### src/rtl/core/integer_array_sorter_unit_defines.svh
// ----------------------------------------------------------------------------
// Assertion macros
// Shared concurrent assertion forms for the sorter RTL.
// ----------------------------------------------------------------------------
`ifndef INTEGER_ARRAY_SORTER_UNIT_DEFINES_SVH
`define INTEGER_ARRAY_SORTER_UNIT_DEFINES_SVH

// checked on every edge outside reset
`define IAS_ASSERT(lbl, clk, rst, prop, msg) \
  lbl: assert property (@(posedge clk) disable iff (rst) prop) \
    else $error(msg);

// checked on every edge, reset included
`define IAS_ASSERT_ALWAYS(lbl, clk, prop, msg) \
  lbl: assert property (@(posedge clk) prop) \
    else $error(msg);

`endif

### src/rtl/core/ias_pkg.sv
// ----------------------------------------------------------------------------
// Sorter package
// Word types and control structs shared across the sorter.
// ----------------------------------------------------------------------------
package ias_pkg;

  localparam int unsigned DATA_W = 32;

  typedef logic signed [DATA_W-1:0] data_t;

  typedef struct packed {
    data_t value;
    logic  last_in;
  } in_word_t;

  typedef struct packed {
    data_t sorted_value;
    logic  last_out;
    logic  overflow;
  } out_word_t;

  // per-cycle command broadcast to every cell
  typedef struct packed {
    logic insert;
    logic shift;
  } cell_ctrl_t;

endpackage

### src/rtl/core/ias_ctrl.sv
// ----------------------------------------------------------------------------
// Sorter control
// Load/unload sequencing, fill count and overflow flag.
// ----------------------------------------------------------------------------
`include "integer_array_sorter_unit_defines.svh"

module ias_ctrl #(
  parameter int MAX_ENTRIES = 64,
  parameter int CNT_W       = 7
) (
  input  logic                clk,
  input  logic                rst,
  input  logic                in_valid,
  input  logic                in_last,
  output logic                in_ready,
  output logic                out_valid,
  input  logic                out_ready,
  output logic                out_last,
  output logic                overflow,
  output logic [CNT_W-1:0]    count,
  output ias_pkg::cell_ctrl_t ctrl
);

  localparam logic STATE_LOAD   = 1'b0;
  localparam logic STATE_UNLOAD = 1'b1;
  localparam logic [CNT_W-1:0] FULL = CNT_W'(MAX_ENTRIES);
  localparam logic [CNT_W-1:0] ONE  = CNT_W'(1);

  logic state;
  logic dropped;
  logic in_fire;
  logic out_fire;
  logic full;

  assign full      = (count == FULL);
  assign in_ready  = (state == STATE_LOAD);
  assign out_valid = (state == STATE_UNLOAD);
  assign in_fire   = in_valid && in_ready;
  assign out_fire  = out_valid && out_ready;
  assign out_last  = (count == ONE);
  assign overflow  = dropped;

  assign ctrl.insert = in_fire && !full;
  assign ctrl.shift  = out_fire;

  always_ff @(posedge clk) begin
    if (rst) begin
      state   <= STATE_LOAD;
      count   <= '0;
      dropped <= 1'b0;
    end else begin
      case (state)
        STATE_LOAD: begin
          if (in_fire) begin
            if (full) begin
              dropped <= 1'b1;
            end else begin
              count <= count + ONE;
            end
            if (in_last) begin
              state <= STATE_UNLOAD;
            end
          end
        end
        STATE_UNLOAD: begin
          if (out_fire) begin
            count <= count - ONE;
            if (out_last) begin
              state   <= STATE_LOAD;
              dropped <= 1'b0;
            end
          end
        end
        default: begin
          state <= STATE_LOAD;
        end
      endcase
    end
  end

  `IAS_ASSERT(a_count_cap, clk, rst, (count <= FULL), "fill count above capacity")
  `IAS_ASSERT(a_unload_nonempty, clk, rst, (out_valid |-> count != '0), "empty set emitted")
  `IAS_ASSERT(a_close_unloads, clk, rst, (in_fire && in_last |=> out_valid), "set not closed")
  `IAS_ASSERT(a_drain_step, clk, rst, (out_fire && !out_last |=> out_valid && count == $past(count) - ONE), "bad drain")
  `IAS_ASSERT_ALWAYS(a_reset_clear, clk, (rst |=> count == '0 && !dropped && in_ready), "reset state")

endmodule

### config.mk
export PLATFORM = sky130hd
export DESIGN_NAME = ias_ctrl
export DESIGN_NICKNAME = d
export VERILOG_FILES = /design/src/rtl/core/ias_pkg.sv /design/src/rtl/core/ias_ctrl.sv
export VERILOG_INCLUDE_DIRS = /design/src /design/src/rtl/core
export SDC_FILE = /design/constraint.sdc
export NUM_CORES = 1
export LEC_CHECK = 0
export BUFFER_PORTS_ARGS = -buffer_cell sky130_fd_sc_hd__clkbuf_2
export CORE_AREA = 3 3 40 42
export DETAILED_ROUTE_END_ITERATION = 8
export DIE_AREA = 0 0 43 45
export GPL_TIMING_DRIVEN = 0
export PLACE_DENSITY = 0.79
export SLEW_MARGIN = 5
export SYNTH_ARGS = -nofsm -noshare
export SYNTH_HDL_FRONTEND = slang
export SYNTH_SLANG_ARGS = --single-unit
### constraint.sdc
create_clock -name clk -period 2.4 [get_ports clk]
set_input_delay 0 -clock clk [delete_from_list [all_inputs] [get_ports clk]]
set_output_delay 0 -clock clk [all_outputs]
set_load 0.005 [all_outputs]
### After elaboration in Yosys (flattened, before gate mapping)

Index checks and enable logic that the tools add are counted.

| storage, ports and cells | value |
|---|---|
| bits in registers | 9 |
| logic and storage cells | 33 |
| bits of input ports | 5 |

| operators by class | value |
|---|---|
| equal/unequal tests | 7 |
| multiplexer cells | 14 |
| bitwise gates (word level) | 1 |
| $add $sub $neg | 2 |
| reductions and logical operators | 6 |

Operators by type and width:

| kind | number |
|---|---|
| $mux 7 | 3 |
| $pmux 7 s2 | 1 |
| $mux 1 | 8 |
| $add 7x1->7 const B | 1 |
| $eq 7x1->1 const B | 1 |
| $eq 7x7->1 const B | 1 |
| $sub 7x1->7 const B | 1 |
| $ne 2x1->1 const B | 3 |
| $ne 2x2->1 const B | 2 |
| $pmux 1 s2 | 2 |
| $reduce_and 4->1 | 1 |
| $logic_and 1x1->1 | 3 |
| $reduce_and 3->1 | 1 |
| $logic_not 1->1 | 1 |
| $not 1->1 | 1 |

### Depth between registers and ports, before layout

| logic depth | value |
|---|---|
| depth after elaboration | 4 |
| gate-level depth with buffers | 6 |
| depth with buffers taken out | 5 |

### Worst setup path after synthesis

No wires, ideal clock.

| path | value |
|---|---|
| kind | register to register |
| from | register count[0] |
| to | register count[4] |
| setup time | 0.121 ns |
| arrival time | 1.486 ns |
| path slack | 0.793 ns |
| cell stages (with the launch flop) | 7 |
| path buffers | 1 |
| cell sequence | dfxtp_1 inv_1 ha_1 a41o_1 buf_6 a21oi_2 mux2_2 |

| on the way | value |
|---|---|
| word-level cells in the longest chain between the ends | 4 |
| elaborated cells between the ends (all ways) | 9 |
| classes of those cells | 2 x add/sub; 2 x eq/ne; 4 x mux; 1 x reduce/logical |

RTL lines:

| element | line | source |
|---|---|---|
| start, declared | ias_ctrl.sv:20 | `output logic [CNT_W-1:0] count,` |
| start signal, assigned | ias_ctrl.sv:58 | `count <= count + ONE;` |
| start signal, assigned | ias_ctrl.sv:67 | `count <= count - ONE;` |
| $add 7x1->7 | ias_ctrl.sv:58 |  |
| $mux 7 | ias_ctrl.sv:55 | `if (full) begin` |
| $mux 7 | ias_ctrl.sv:54 | `if (in_fire) begin` |
| $pmux 7 s2 | ias_ctrl.sv:52 | `case (state)` |

Several ways; a longest one is shown, not always the timed one. The select of a mux whose other input is x is not followed.
A chain may end at the register's enable or synchronous reset.

### Final worst setup path

| path | value |
|---|---|
| from | register count[0] |
| to | register count[6] |

Same word-level chain as after synthesis.

==> flow_summary.json <==
{
  "status": "finished clean",
  "cts_hold_buf": 0,
  "postRouteAntennaNets": 0,
  "rsz0062_at_grt": "false",
  "seqPwrFrac_pct": 42.0,
  "grt.total_usage_pct": 14.9,
  "hold_path_class": "input port to flip-flop",
  "switching_share_pct": 33.6,
  "cts_tree": "done",
  "portBuffers": 17,
  "die_height_um": 45,
  "syn_inst": 73,
  "worst_ep_required_time_ns": 2.57,
  "area_growth_syn_to_layout_pct": 21.1,
  "drt_iter0_drc": 14,
  "synth_cell_type_count": 32,
  "drv_cap": 0,
  "wl_um": 1330,
  "htreeDepth": 1,
  "hold_ws_ns": 0.0232,
  "finClkSkew_ns": 0.0121,
  "setup_tns_ns": 0,
  "cts.repair.resized": 0,
  "cts_buffer_depth": 2,
  "syn_area_sq_um": 622,
  "max_stage_delay_ns": 0.46,
  "path_class": "flip-flop to flip-flop",
  "die_area_sq_mm": 0.00194,
  "ys_seq_area_share_pct": 29.0,
  "synthTopCellsByArea": "dfxtp_1, ha_1, a21oi_1, nand3_1, nor2b_1",
  "ys.flop_type": "dfxtp_1",
  "powerDensity_mw_per_mm2": 578,
  "antenna_found_initial": 0,
  "n_antenna_cell": 0,
  "gp_congestion": 0.787,
  "vias": 584,
  "crit_path_start_kind": "flip-flop",
  "yosysTopAreaCell": "dfxtp_1",
  "p_leak_nw": 0.357,
  "syn_avg_cell_area_sq_um": 8.52,
  "post-route-drc-count": 0,
  "synth-edff-count": 0,
  "synth_most_common_cell": "dfxtp_1",
  "ir_worst_vdd_v": 0.000360,
  "postCtsSetupBuffers": 0,
  "yosys.area.top_type_share_pct": 29.0,
  "cts-buffers-inserted": 3,
  "worstMarginPinSlew_ns": 0.456,
  "grt_first_pass_wirelength_um": 2100,
  "ys_seq_elements": 9,
  "multiInputGateArea_sq_um": 384,
  "cts.clk_slew.worst_paths_ns": 0.07,
  "async_flop_share_pct": 0,
  "yosys-top-cells-count": "dfxtp_1, nor2_1, a21oi_1, inv_1, nand3_1",
  "internal_power_uw": 289,
  "vias_per_cell": 5.36,
  "grt_overflow_total": 0,
  "dp_hpwl_um": 1020,
  "ys_warn_count": 0,
  "core_sq_mm": 0.00128,
  "final_layout_size_suffix_gt1_share_pct": 31.9,
  "drtPass1Iterations": 4,
  "dieWidth_um": 43,
  "regArea_sq_um": 180,
  "grt_pass1_vias": 481,
  "ios": 18,
  "setup_viol": 0,
  "fin_nets": 104,
  "fmax_mhz": 566,
  "clk_latency_ns": 0.27,
  "fin_crit_ns": 1.77,
  "hold_viol": 0,
  "clkPwrFrac_pct": 28.0,
  "grt_max_degree": 11,
  "path_cells": "inv_1 -> ha_1 -> a41o_1 -> buf_6 -> a21oi_2 -> mux2_2",
  "num_rows": 13,
  "slew_viol_final": 0,
  "min_period_over_period_pct": 73.6,
  "critPathArrivalTime_ns": 1.93,
  "cpMaxStageDelayCell": "dfxtp_1",
  "power_frac_comb_pct": 30.0,
  "cp-end-kind": "flip-flop",
  "fillers": 115,
  "cts.sinks": 9,
  "routedWlPerCell_um": 12.2,
  "path_max_fanout": 10,
  "root_buffer": "clkbuf_4",
  "start_util_pct": 48.4,
  "worst_slew_margin_rel_pct": 69.6,
  "syn_nets": 82,
  "p_sw_uw": 146
}
## flip-flops by register name (all words and copies together), names as in the netlist
name       flops
out_valid      1
overflow       1
count          7
## cells by family after synthesis
group / share of synthesized area, %
AND/OR/NAND/NOR: 31.2
XOR/XNOR: 2.82
adder cells (fa/ha/maj): 8.05
multiplexers: 5.23
buffers and inverters: 9.25
flip-flops: 29.0
AO/OA/AOI/OAI: 14.5
## cell usage in the layout (no fill, tap or decap)
master | netlist | layout
clkbuf_2 | 0 | 17
dfxtp_1 | 9 | 9
nor2_1 | 6 | 6
inv_1 | 5 | 5
a21oi_1 | 5 | 5
nand3_1 | 5 | 5
nor2b_1 | 4 | 4
ha_1 | 4 | 4
o21ai_0 | 3 | 3
clkbuf_4 | 0 | 3
nand2_1 | 2 | 2
buf_6 | 2 | 2
and3_1 | 2 | 2
nor3b_1 | 2 | 2
nor3_1 | 2 | 2
a21oi_2 | 2 | 2
mux2_2 | 2 | 2
or3_1 | 2 | 2
buf_2 | 1 | 1
nor4_4 | 1 | 1
and3b_1 | 1 | 1
clkbuf_1 | 1 | 1
mux2i_1 | 1 | 1
a41o_1 | 1 | 1
xnor2_1 | 1 | 1
nor4bb_1 | 1 | 1
nand2b_1 | 1 | 1
and4b_1 | 1 | 1
a32oi_1 | 1 | 1
a31oi_1 | 1 | 1
or4_1 | 1 | 1
xor2_1 | 1 | 1
a211oi_1 | 1 | 1
buf_4 | 1 | 1
clkinv_2 | 0 | 1
## worst max-delay path, delay by kind of cell (launching register included)
kind	cells	cell delay [ns]
DFF	1	0.46
buffers and inverters	2	0.28
adders and majority gates	1	0.23
muxes	1	0.34
AOI/OAI and AO/OA	2	0.36
## power by group through the flow
stage | Clock (mW) | Combinational, mW | Sequential [mW]
final | 0.122 | 0.130 | 0.183
after global routing | 0.131 | 0.146 | 0.185
after detailed placement | 0 | 0.130 | 0.186
after global placement | 0 | 0.127 | 0.184
after CTS | 0.125 | 0.131 | 0.182
after floorplan | 0 | 0.0917 | 0.183
## worst paths after layout
path / start / end / slack (ns) / cells after the start
setup reg to reg: count[0]$_SDFFE_PP0P_ / count[6]$_SDFFE_PP0P_ / 0.63 / 6
hold / removal: in_valid / overflow$_SDFFE_PP0P_ / 0.02 / 3
hold reg to reg: overflow$_SDFFE_PP0P_ / overflow$_SDFFE_PP0P_ / 0.50 / 2
setup / recovery: count[0]$_SDFFE_PP0P_ / count[6]$_SDFFE_PP0P_ / 0.63 / 6
## layer usage
layer	global-route usage [%]	wire, um	vias up
met2	22.8	613	10
met1	18.3	626	267
met5	0	0	-
met4	10.8	41	0
met3	3.59	45	5
li1	-	-	302
## area by class of cell
class | count | area share, %
flip-flops and latches | 9 | 23.9
clock buffers | 3 | 2.99
plain buffers | 5 | 5.15
inverters | 5 | 2.49
well taps | 15 | 2.49
repair buffers | 17 | 11.3
multi-input cells | 54 | 51.0
clock inverters | 1 | 0.664
## through the flow
step	total power, mW	std cells	util [%]	instance area, sq um	worst slack (ns)
after floorplan	0.275	73	-	622	0.793
after global placement	0.312	105	56.5	726	0.681
after detailed placement	0.316	105	56.5	726	0.637
after CTS	0.438	109	58.6	753	0.633
after global routing	0.462	109	58.6	753	0.542
final	0.435	109	58.6	753	0.633
No activity file was read; power rests on OpenSTA's default activity.
