**config.mk**
```make
export PLATFORM = sky130hd
export DESIGN_NAME = ias_cell
export DESIGN_NICKNAME = d
export VERILOG_FILES = /design/src/rtl/core/integer_array_sorter_unit_defines.svh /design/src/rtl/core/ias_pkg.sv /design/src/rtl/core/ias_cell.sv
export SDC_FILE = /design/constraint.sdc
export NUM_CORES = 1
export LEC_CHECK = 0
export ABC_AREA = 1
export BUFFER_PORTS_ARGS = -buffer_cell sky130_fd_sc_hd__buf_4
export CORE_MARGIN = 2
export CORE_UTILIZATION = 23
export CTS_CLUSTER_DIAMETER = 100
export DETAILED_ROUTE_END_ITERATION = 8
export PLACE_DENSITY_LB_ADDON = 0.08
export SYNTH_ARGS = -nofsm -noshare
export SYNTH_HDL_FRONTEND = slang
export SYNTH_SLANG_ARGS = --single-unit
```
**constraint.sdc**
```tcl
create_clock -name clk -period 3.75 [get_ports clk]
set_input_delay 0 -clock clk [delete_from_list [all_inputs] [get_ports clk]]
set_output_delay 0 -clock clk [all_outputs]
set_load 0.005 [all_outputs]
```
**src/rtl/core/integer_array_sorter_unit_defines.svh**
```systemverilog
// ----------------------------------------------------------------------------
// Assertion macros
// Shared concurrent assertion forms for the sorter RTL.
// ----------------------------------------------------------------------------
`ifndef INTEGER_ARRAY_SORTER_UNIT_DEFINES_SVH
`define INTEGER_ARRAY_SORTER_UNIT_DEFINES_SVH

// checked on every edge outside reset
`define IAS_ASSERT(lbl, clk, rst, prop, msg) \
  lbl: assert property (@(posedge clk) disable iff (rst) prop) \
    else $error(msg);

// checked on every edge, reset included
`define IAS_ASSERT_ALWAYS(lbl, clk, prop, msg) \
  lbl: assert property (@(posedge clk) prop) \
    else $error(msg);

`endif

```
**src/rtl/core/ias_pkg.sv**
```systemverilog
// ----------------------------------------------------------------------------
// Sorter package
// Word types and control structs shared across the sorter.
// ----------------------------------------------------------------------------
package ias_pkg;

  localparam int unsigned DATA_W = 32;

  typedef logic signed [DATA_W-1:0] data_t;

  typedef struct packed {
    data_t value;
    logic  last_in;
  } in_word_t;

  typedef struct packed {
    data_t sorted_value;
    logic  last_out;
    logic  overflow;
  } out_word_t;

  // per-cycle command broadcast to every cell
  typedef struct packed {
    logic insert;
    logic shift;
  } cell_ctrl_t;

endpackage

```
**src/rtl/core/ias_cell.sv**
```systemverilog
// ----------------------------------------------------------------------------
// Sorter cell
// One slot of the insertion chain: keeps, takes the left neighbor or the new
// word on insert, and takes the right neighbor on unload.
// ----------------------------------------------------------------------------
module ias_cell (
  input  logic               clk,
  input  ias_pkg::cell_ctrl_t ctrl,
  input  ias_pkg::data_t     x,
  input  logic               occ,
  input  logic               prev_gt,
  input  ias_pkg::data_t     prev_value,
  input  ias_pkg::data_t     next_value,
  output logic               gt,
  output ias_pkg::data_t     value
);

  // empty slot counts as larger than anything
  assign gt = !occ || (value > x);

  always_ff @(posedge clk) begin
    if (ctrl.insert && gt) begin
      value <= prev_gt ? prev_value : x;
    end else if (ctrl.shift) begin
      value <= next_value;
    end
  end

endmodule

```
# Word level (Yosys, flattened, before mapping)
# Index checks and enable logic that the tools add are counted.
totals:
  register_bits: 32
  input_bits: 101
  output_inout_bits: 33
  wordCells: 9
classes:
  order_cmp: 1
  mux: 3
  reduce_logical: 4
ops:
  columns: ["cell", "count"]
  rows:
  - ["$mux 32", 3]
  - ["$gt 32x32->1", 1]
  - ["$reduce_bool 2->1", 1]
  - ["$logic_and 1x1->1", 1]
  - ["$logic_not 1->1", 1]
  - ["$logic_or 1x1->1", 1]

# Longest topological paths before layout
# Gate-level depths: netlist (run 1).
logic_depth:
  word_depth: 4
  ltp_mapped: 20
  mapped_depth_nobuf: 19

# Worst setup path before layout (run 1)
# Ideal clock, no wire load.
synth_timing:
  path_kind: "reg2reg"
  startpoint: "register value[31]"
  endpoint: "register value[0], enable pin"
  setup_time_ns: 0.389
  arrival_ns: 2.427
  required_time_ns: 3.361
  slack_ns: 0.934
  stages_incl_launch_ff: 13
  path_buffers: 1
  period_less_slack_ns: 2.816
  path_cell_list: "edfxtp_1 -> ha_1 -> nand2_1 -> nor2_2 -> nand2_1 -> nor3b_2 -> nand2_1 -> nand3_1 -> nand3_2 -> nand2_4 -> nand2_4 -> buf_6 -> nand2_1"
synth_between:
  elab_chain_len: 4
synth_lines:
  columns: ["item", "line_no", "source"]
  rows:
  - ["from (decl)", "ias_cell.sv:15", "output ias_pkg::data_t value"]
  - ["from (signal assigned)", "ias_cell.sv:23", "value <= prev_gt ? prev_value : x;"]
  - ["from (signal assigned)", "ias_cell.sv:25", "value <= next_value;"]
  - ["$gt 32x32->1", "ias_cell.sv:19", "assign gt = !occ || (value > x);"]
  - ["$logic_or 1x1->1", "ias_cell.sv:19", null]
  - ["$logic_and 1x1->1", "ias_cell.sv:22", "if (ctrl.insert && gt) begin"]
  - ["$reduce_bool 2->1 (no line)", null, null]
# No other way between the ends.
# A chain may end at the register's enable or synchronous reset.

# Worst setup path after layout (run 1)
layout_timing:
  startpoint: "register value[23]"
  endpoint: "register value[23], enable pin"
# Same word-level chain as after synthesis.

==> flow_metrics.env, run 1 <==
export IMPL_setup_tns_final_ps=0
export IMPL_top_regs="value: 32 flops"
export IMPL_crit_path_max_incr_delay_ps=390
export IMPL_num_rows=39
export IMPL_crit_family="simple AND/OR/NAND/NOR gates"
export IMPL_grt_busiest_layer="met2"
export IMPL_cts_tree="built"
export IMPL_fin_util_pct=36.1
export IMPL_hold_start="next_value[5]"
export IMPL_final_nets=638
export IMPL_cp_required_ps=3710
export IMPL_cp_end_kind="flop"
export IMPL_crit_fanout=34
export IMPL_regArea_um2=961
export IMPL_synth_warnings=0
export IMPL_antenna_found_initial=0
export IMPL_start_util_pct=23.5
export IMPL_rsz0062_at_grt="no"
export IMPL_io_pins=134
export IMPL_cts_sinks=32
export IMPL_hold_depth=3
export IMPL_holdWs_ps=-2.78
export IMPL_hold_viol_final=2
export IMPL_top_register="value"
export IMPL_layout_common_cells="buf_4 (135), nand2_1 (134), inv_1 (42)"
export IMPL_cts_resized=0
export IMPL_vias=2793
export IMPL_final_common_cell="buf_4"
export IMPL_ys_seq_elements=32
export IMPL_grt_util_met2_pct=21.3
export IMPL_use_met1_pct=18.3
export IMPL_vias_per_cell=4.30
export IMPL_coreArea_um2=11400
export IMPL_grt_usage_pct=13.4
export IMPL_fin_skew_ps=6.44
export IMPL_cp_num_buf_inv=1
export IMPL_synthesis_area_um2=2670
export IMPL_ant_nets=0
export IMPL_clk_pin_slew_ps=50
export IMPL_failed_checks="hold timing"
export IMPL_drt_total_wl_mm=8.17
export IMPL_htreeDepth=2
export IMPL_post_cts_buffers=0
export IMPL_worstReg2RegEnd="value[23]"
export IMPL_reg2reg_depth=12
export IMPL_relSlewSlack_pct=63.0
export IMPL_grt_pass1_wl_mm=13.6
export IMPL_die_w_um=112
export IMPL_die_h_um=112
export IMPL_min_path_type="in2reg"
export IMPL_drt_iter0_drc=136
export IMPL_synthCells=360
export IMPL_grt_start_max_net_pins=64
export IMPL_fin_crit_sh_pct=78.8
export IMPL_final_layout_size_suffix_gt1_share_pct=29.1
export IMPL_outcome="finished with violations"
export IMPL_cp_slowest_cell="edfxtp_1"
export IMPL_overflow=0
export IMPL_cts_hold_buffers_added=20
export IMPL_ff2ff_setup_slack_ps=800
export IMPL_drc_errors=0
export IMPL_multi_input_area_um2=1450
export IMPL_insertion_delay_ps=270
export IMPL_worst_pin_slew_ps=555
export IMPL_final_max_slew_viol_count=0
export IMPL_gp_congestion=0.766
export IMPL_vdd_drop_max_v=0.000165
export IMPL_dieArea_um2=12500
export IMPL_start_kind="flop"
export IMPL_setup_viol=0
export IMPL_port_buffers=133
export IMPL_drtPass1Iterations=4
export IMPL_max_freq_mhz=339
export IMPL_use_met3_pct=3.92
export IMPL_fillCellCount=1246
export IMPL_cts_root_buf="clkbuf_16"
export IMPL_antenna_cells=0
export IMPL_cts_made_buffers=5
export IMPL_dp_hpwl_mm=6.34
export IMPL_postSynthAreaPerCell_um2=7.41
export IMPL_grt_pass1_vias=2836
export IMPL_power_density_nw_per_um2=343
export IMPL_post_drt_wl_per_cell_um=12.6
export IMPL_critPathArrivalTime_ps=2910
export IMPL_worstPathCellList="ha_1, nand2_1, nor2_1, nand3_1, nor3b_2, nand2_1, nand3_1, nand3_2, nand2_4, nand2_4, nand2_2, buf_4"
export IMPL_largest_reg_flops=32
export IMPL_power_leakage_nw=2.17
export IMPL_period_minus_slack_ps=2950
export IMPL_cp_num_cells=12
export IMPL_ys_types=20
export IMPL_crit_type="reg2reg"
export IMPL_synthesis_nets=493
export IMPL_areaGrowthSynthToFinish_pct=53.7
export IMPL_r2r_start="value[23]"
export IMPL_yosysSeqAreaShare_pct=36.0
export IMPL_drv_cap=0
export IMPL_max_clock_path_buffers=2
export IMPL_worstHoldEndpoint="value[5]"
==> metal layers <==
| metal | share of wire (%) | vias up |
|---|---|---|
| met5 | 0 | - |
| met2 | 44 | 95 |
| met4 | 0.80 | 0 |
| met3 | 8.7 | 5 |
| met1 | 47 | 1223 |
| li1 | - | 1470 |
==> worst max path at each step <==
stage	start	to	slack, ps
after floorplan	value[31]	value[0]	930
after global placement	value[23]	value[9]	780
after detailed placement	value[31]	value[19]	730
after CTS	value[31]	value[23]	710
after global routing	value[31]	value[23]	470
final	value[23]	value[23]	800
==> cell usage after synthesis <==
master | count | share of area [%]
buf_4 | 3 | 0.84
o21ai_0 | 33 | 6.2
o21a_1 | 2 | 0.56
nand3_1 | 35 | 6.6
buf_2 | 1 | 0.19
nand2_1 | 135 | 19
edfxtp_1 | 32 | 36
nand2_4 | 2 | 0.84
nor2_2 | 1 | 0.23
buf_6 | 3 | 1.3
nand3_2 | 1 | 0.38
ha_1 | 32 | 15
inv_1 | 42 | 5.9
a21o_1 | 1 | 0.28
mux2_2 | 1 | 0.42
nor3b_2 | 1 | 0.47
clkbuf_1 | 10 | 1.4
nor2_1 | 9 | 1.3
a21oi_1 | 14 | 2.6
nand4_1 | 2 | 0.47
==> power breakdown <==
group          switching [mW]  internal, mW
Clock                   0.140         0.244
Sequential             0.0384         0.473
Combinational           0.255         0.256
==> through the flow <==
stage | instances | area (um^2) | total power, mW | hold slack (ps) | setup WS (ps)
detailed placement | 621 | 3760 | 1.02 | 268 | 727
global placement | 621 | 3760 | 1.02 | 272 | 780
CTS | 649 | 4100 | 1.43 | 0.198 | 715
finish | 649 | 4100 | 1.41 | -2.78 | 796
floorplan | 360 | 2670 | 0.782 | 179 | 934
global route | 649 | 4100 | 1.52 | 0.486 | 466
==> cell type report <==
class                           instances  area share, %
Clock buffer                            7           3.24
Clock inverter                          1         0.0916
Inverter                               42           3.85
Multi-Input combinational cell        269           35.4
Sequential cell                        32           23.4
Tap cell                              143           4.37
Timing Repair Buffer                  155           29.6
==> worst reg2reg max path: cells and delay by family (launching register included) <==
kind          cells  cell delay, ps
buf+inv           1             260
simple gates     10            1650
fa+ha+maj         1             320
flops             1             390
==> kinds of logic after synthesis <==
family | Yosys count | synth area share [%]
adder cells (fa/ha/maj) | 32 | 15.0
AND/OR/NAND/NOR | 186 | 29.2
multiplexers | 1 | 0.422
flip-flops | 32 | 36.0
AO/OA/AOI/OAI | 50 | 9.67
buffers and inverters | 59 | 9.62
(Power assumes the default switching activity.)
==> inputs of run 2 (changes only) <==
--- a/config.mk
+++ b/config.mk
@@ -5,7 +5,7 @@
 export SDC_FILE = /design/constraint.sdc
 export NUM_CORES = 1
 export LEC_CHECK = 0
-export ABC_AREA = 1
+export ABC_AREA = 0
 export BUFFER_PORTS_ARGS = -buffer_cell sky130_fd_sc_hd__buf_4
 export CORE_MARGIN = 2
 export CORE_UTILIZATION = 23
==> constraint.sdc (replaced) <==
create_clock -name clk -period 2.92 [get_ports clk]
set_input_delay 0 -clock clk [delete_from_list [all_inputs] [get_ports clk]]
set_output_delay 0 -clock clk [all_outputs]
set_load 0.005 [all_outputs]
==> run 2 against run 1 <==
Against the previous run:
- critical path depth is 3 lower
- register-to-register slack worse by 770 ps
- synthesized area increased by 0.38%
- largest cell class unchanged
- clock skew is 0.57 ps lower
- synthesized cell count shrank 27%
- cell count is 14% lower
- count of clock-buffer cells in the layout is 1 lower
- via count decreased by 15%
- critical path type unchanged
- the run now ends clean
==> flow_metrics.env, run 2 <==
export IMPL_hold_depth=2
export IMPL_critPathArrivalTime_ps=2920
export IMPL_hold_start="next_value[26]"
export IMPL_max_freq_mhz=346
export IMPL_synthXorXnorAreaFrac_pct=0
export IMPL_cts_root_buf="clkbuf_16"
export IMPL_cts_made_buffers=5
export IMPL_vdd_drop_max_v=0.000209
export IMPL_rsz0062_at_grt="yes"
export IMPL_coreArea_um2=11400
export IMPL_dieArea_um2=12500
export IMPL_hold_viol_final=0
export IMPL_drt_iter0_drc=89
export IMPL_relSlewSlack_pct=62.4
export IMPL_cp_num_buf_inv=1
export IMPL_die_w_um=112
export IMPL_top_regs="value: 32 flops"
export IMPL_cp_required_ps=2940
export IMPL_vias=2380
export IMPL_grt_usage_pct=11.9
export IMPL_fillCellCount=1165
export IMPL_drt_total_wl_mm=8.05
export IMPL_synth_top_family_by_area="multiplexers"
export IMPL_postSynthAreaPerCell_um2=10.2
export IMPL_cts_sinks=32
export IMPL_grt_pass1_wl_mm=11.8
export IMPL_outcome="completed"
export IMPL_synthMuxAreaShare_pct=18.0
export IMPL_fin_crit_sh_pct=99.1
export IMPL_ys_types=29
export IMPL_insertion_delay_ps=280
export IMPL_dp_hpwl_mm=5.81
export IMPL_synth_top_area_cell="edfxtp_1"
export IMPL_place_ws_ps=0.0691
export IMPL_setup_viol=0
export IMPL_synthAdderAreaFrac_pct=15.0
export IMPL_worst_pin_slew_ps=564
export IMPL_antenna_cells=0
export IMPL_netlist_top_cells_area="edfxtp_1 (36%), mux2_4 (16%), ha_1 (15%)"
export IMPL_largest_reg_flops=32
export IMPL_async_flop_share_pct=0
export IMPL_ys_flop_type="edfxtp_1"
export IMPL_postPlaceCellArea_um2=3860
export IMPL_crit_path_max_incr_delay_ps=570
export IMPL_final_layout_size_suffix_gt1_share_pct=50.5
export IMPL_grt_start_max_net_pins=64
export IMPL_clk_pin_slew_ps=60
export IMPL_yosys_area_top_type_share_pct=35.9
export IMPL_worstHoldEndpoint="value[26]"
export IMPL_die_h_um=112
export IMPL_max_clock_path_buffers=2
export IMPL_reg2reg_depth=9
export IMPL_layout_common_cells="buf_4 (149), nand2_1 (40), inv_1 (35), o21ai_0 (35), edfxtp_1 (32)"
export IMPL_synthCells=263
export IMPL_drc_errors=0
export IMPL_drv_cap=0
export IMPL_port_buffers=133
export IMPL_cts_tree="built"
export IMPL_ant_nets=0
export IMPL_crit_fanout=7
export IMPL_cp_end_kind="flop"
export IMPL_startpoint="value[23]"
export IMPL_min_path_type="in2reg"
export IMPL_htreeDepth=2
export IMPL_yosys_area_share_simple_pct=10.9
export IMPL_top_register="value"
export IMPL_areaGrowthSynthToFinish_pct=57.9
export IMPL_num_rows=39
export IMPL_start_kind="flop"
export IMPL_yosysMostFrequentCell="nand2_1"
export IMPL_worstReg2RegEnd="value[2]"
export IMPL_final_common_cell="buf_4"
export IMPL_synth_commonest_cells="nand2_1 (40), inv_1 (35), o21ai_0 (35)"
export IMPL_ys_seq_elements=32
export IMPL_post_drt_wl_per_cell_um=14.4
export IMPL_ff2ff_setup_slack_ps=30
export IMPL_gp_congestion=0.722
export IMPL_drtPass1Iterations=4
export IMPL_synth_edf_count=32
export IMPL_power_leakage_nw=2.06
export IMPL_period_minus_slack_ps=2890
export IMPL_synth_compound_area_share_pct=13.1
export IMPL_r2r_start="value[23]"
export IMPL_yosysSeqAreaShare_pct=35.9
export IMPL_worst_slack_ps=27.7
export IMPL_power_mw=2.19
export IMPL_synthesis_area_um2=2680
export IMPL_final_max_slew_viol_count=0
export IMPL_antenna_found_initial=0
export IMPL_regArea_um2=961
export IMPL_fin_skew_ps=5.87
export IMPL_overflow=0
export IMPL_grt_pass1_vias=2440
export IMPL_synth_warnings=0
export IMPL_cp_slowest_cell="or4_4"
export IMPL_crit_type="reg2reg"
export IMPL_start_util_pct=23.5
export IMPL_final_nets=547
export IMPL_io_pins=134
export IMPL_vias_per_cell=4.27
export IMPL_synthesis_nets=396
export IMPL_worstPathCellList="ha_4, nand4_1, or4_4, nand2b_4, and3_4, a2bb2oi_4, o311ai_4, clkbuf_16, mux2_4"
export IMPL_cts_hold_buffers_added=0
export IMPL_stdcell_area_um2=4230
export IMPL_multi_input_area_um2=1630
export IMPL_crit_family="simple AND/OR/NAND/NOR gates"
export IMPL_power_density_nw_per_um2=518
==> run 2: logic make-up (layout without fill, tap and decap cells) <==
family | Yosys count | in the layout
muxes | 33 | 33
adders and majority gates | 32 | 32
AOI/OAI and AO/OA | 60 | 60
buffers and inverters | 45 | 195
and+or+nand+nor | 61 | 62
DFF | 32 | 32
==> run 2: where the power goes <==
group | total (mW) | switching (mW) | internal (mW) | leakage [nW]
registers | 0.709 | 0.0657 | 0.643 | 0.327
logic | 0.980 | 0.402 | 0.579 | 1.67
clock network | 0.501 | 0.191 | 0.310 | 0.0667
==> run 2: area by class of cell <==
| class | instances | share of cell area (%) |
|---|---|---|
| Sequential cell | 32 | 22.7 |
| Multi-Input combinational cell | 187 | 38.7 |
| Clock buffer | 6 | 3.05 |
| Timing Repair Buffer | 153 | 28.1 |
| Clock inverter | 1 | 0.118 |
| Tap cell | 143 | 4.23 |
| Inverter | 35 | 3.11 |
==> run 2: worst register-to-register path, delay by kind of cell, from the launching register on <==
family | cells | cell delay (ps)
buffers and inverters | 1 | 240
multiplexers | 1 | 300
adder cells (fa/ha/maj) | 1 | 300
AND/OR/NAND/NOR | 4 | 1030
AO/OA/AOI/OAI | 2 | 340
flip-flops | 1 | 430
==> run 2: worst max-delay path by stage <==
stage,to,slack [ps],cells after the start
floorplan,value[0],8,9
global placement,value[12],30,7
detailed placement,value[16],0.07,9
CTS,value[16],9,9
global route,value[2],-40,9
finish,value[2],30,9
==> run 2: per-stage QoR <==
step	cells	setup TNS, ps	util [%]	hold WS [ps]
2_1_floorplan	263	0	-	171
5_1_grt	557	-767	37.2	16.8
3_5_place_dp	535	0	34.0	304
3_3_place_gp	535	0	34.0	302
4_1_cts	543	0	35.2	15.2
6_report	557	0	37.2	20.9
==> run 2: what timing repair did <==
| action | in CTS | in global routing |
|---|---|---|
| gates resized for setup | 0 | 13 |
| buffers inserted | 1 | 10 |
| pin swaps | 1 | 10 |
| hold endpoints to repair | 0 | 0 |
| setup endpoints to repair | 6 | 64 |
| cloned | 0 | 4 |
==> run 2: per-layer routing <==
metal | part of all wire, % | up-vias | global-route usage, %
li1 | - | 1246 | -
met1 | 44 | 1049 | 14.0
met2 | 48 | 81 | 21.1
met3 | 6.8 | 4 | 3.81
met4 | 0.88 | 0 | 2.96
met5 | 0 | - | 0
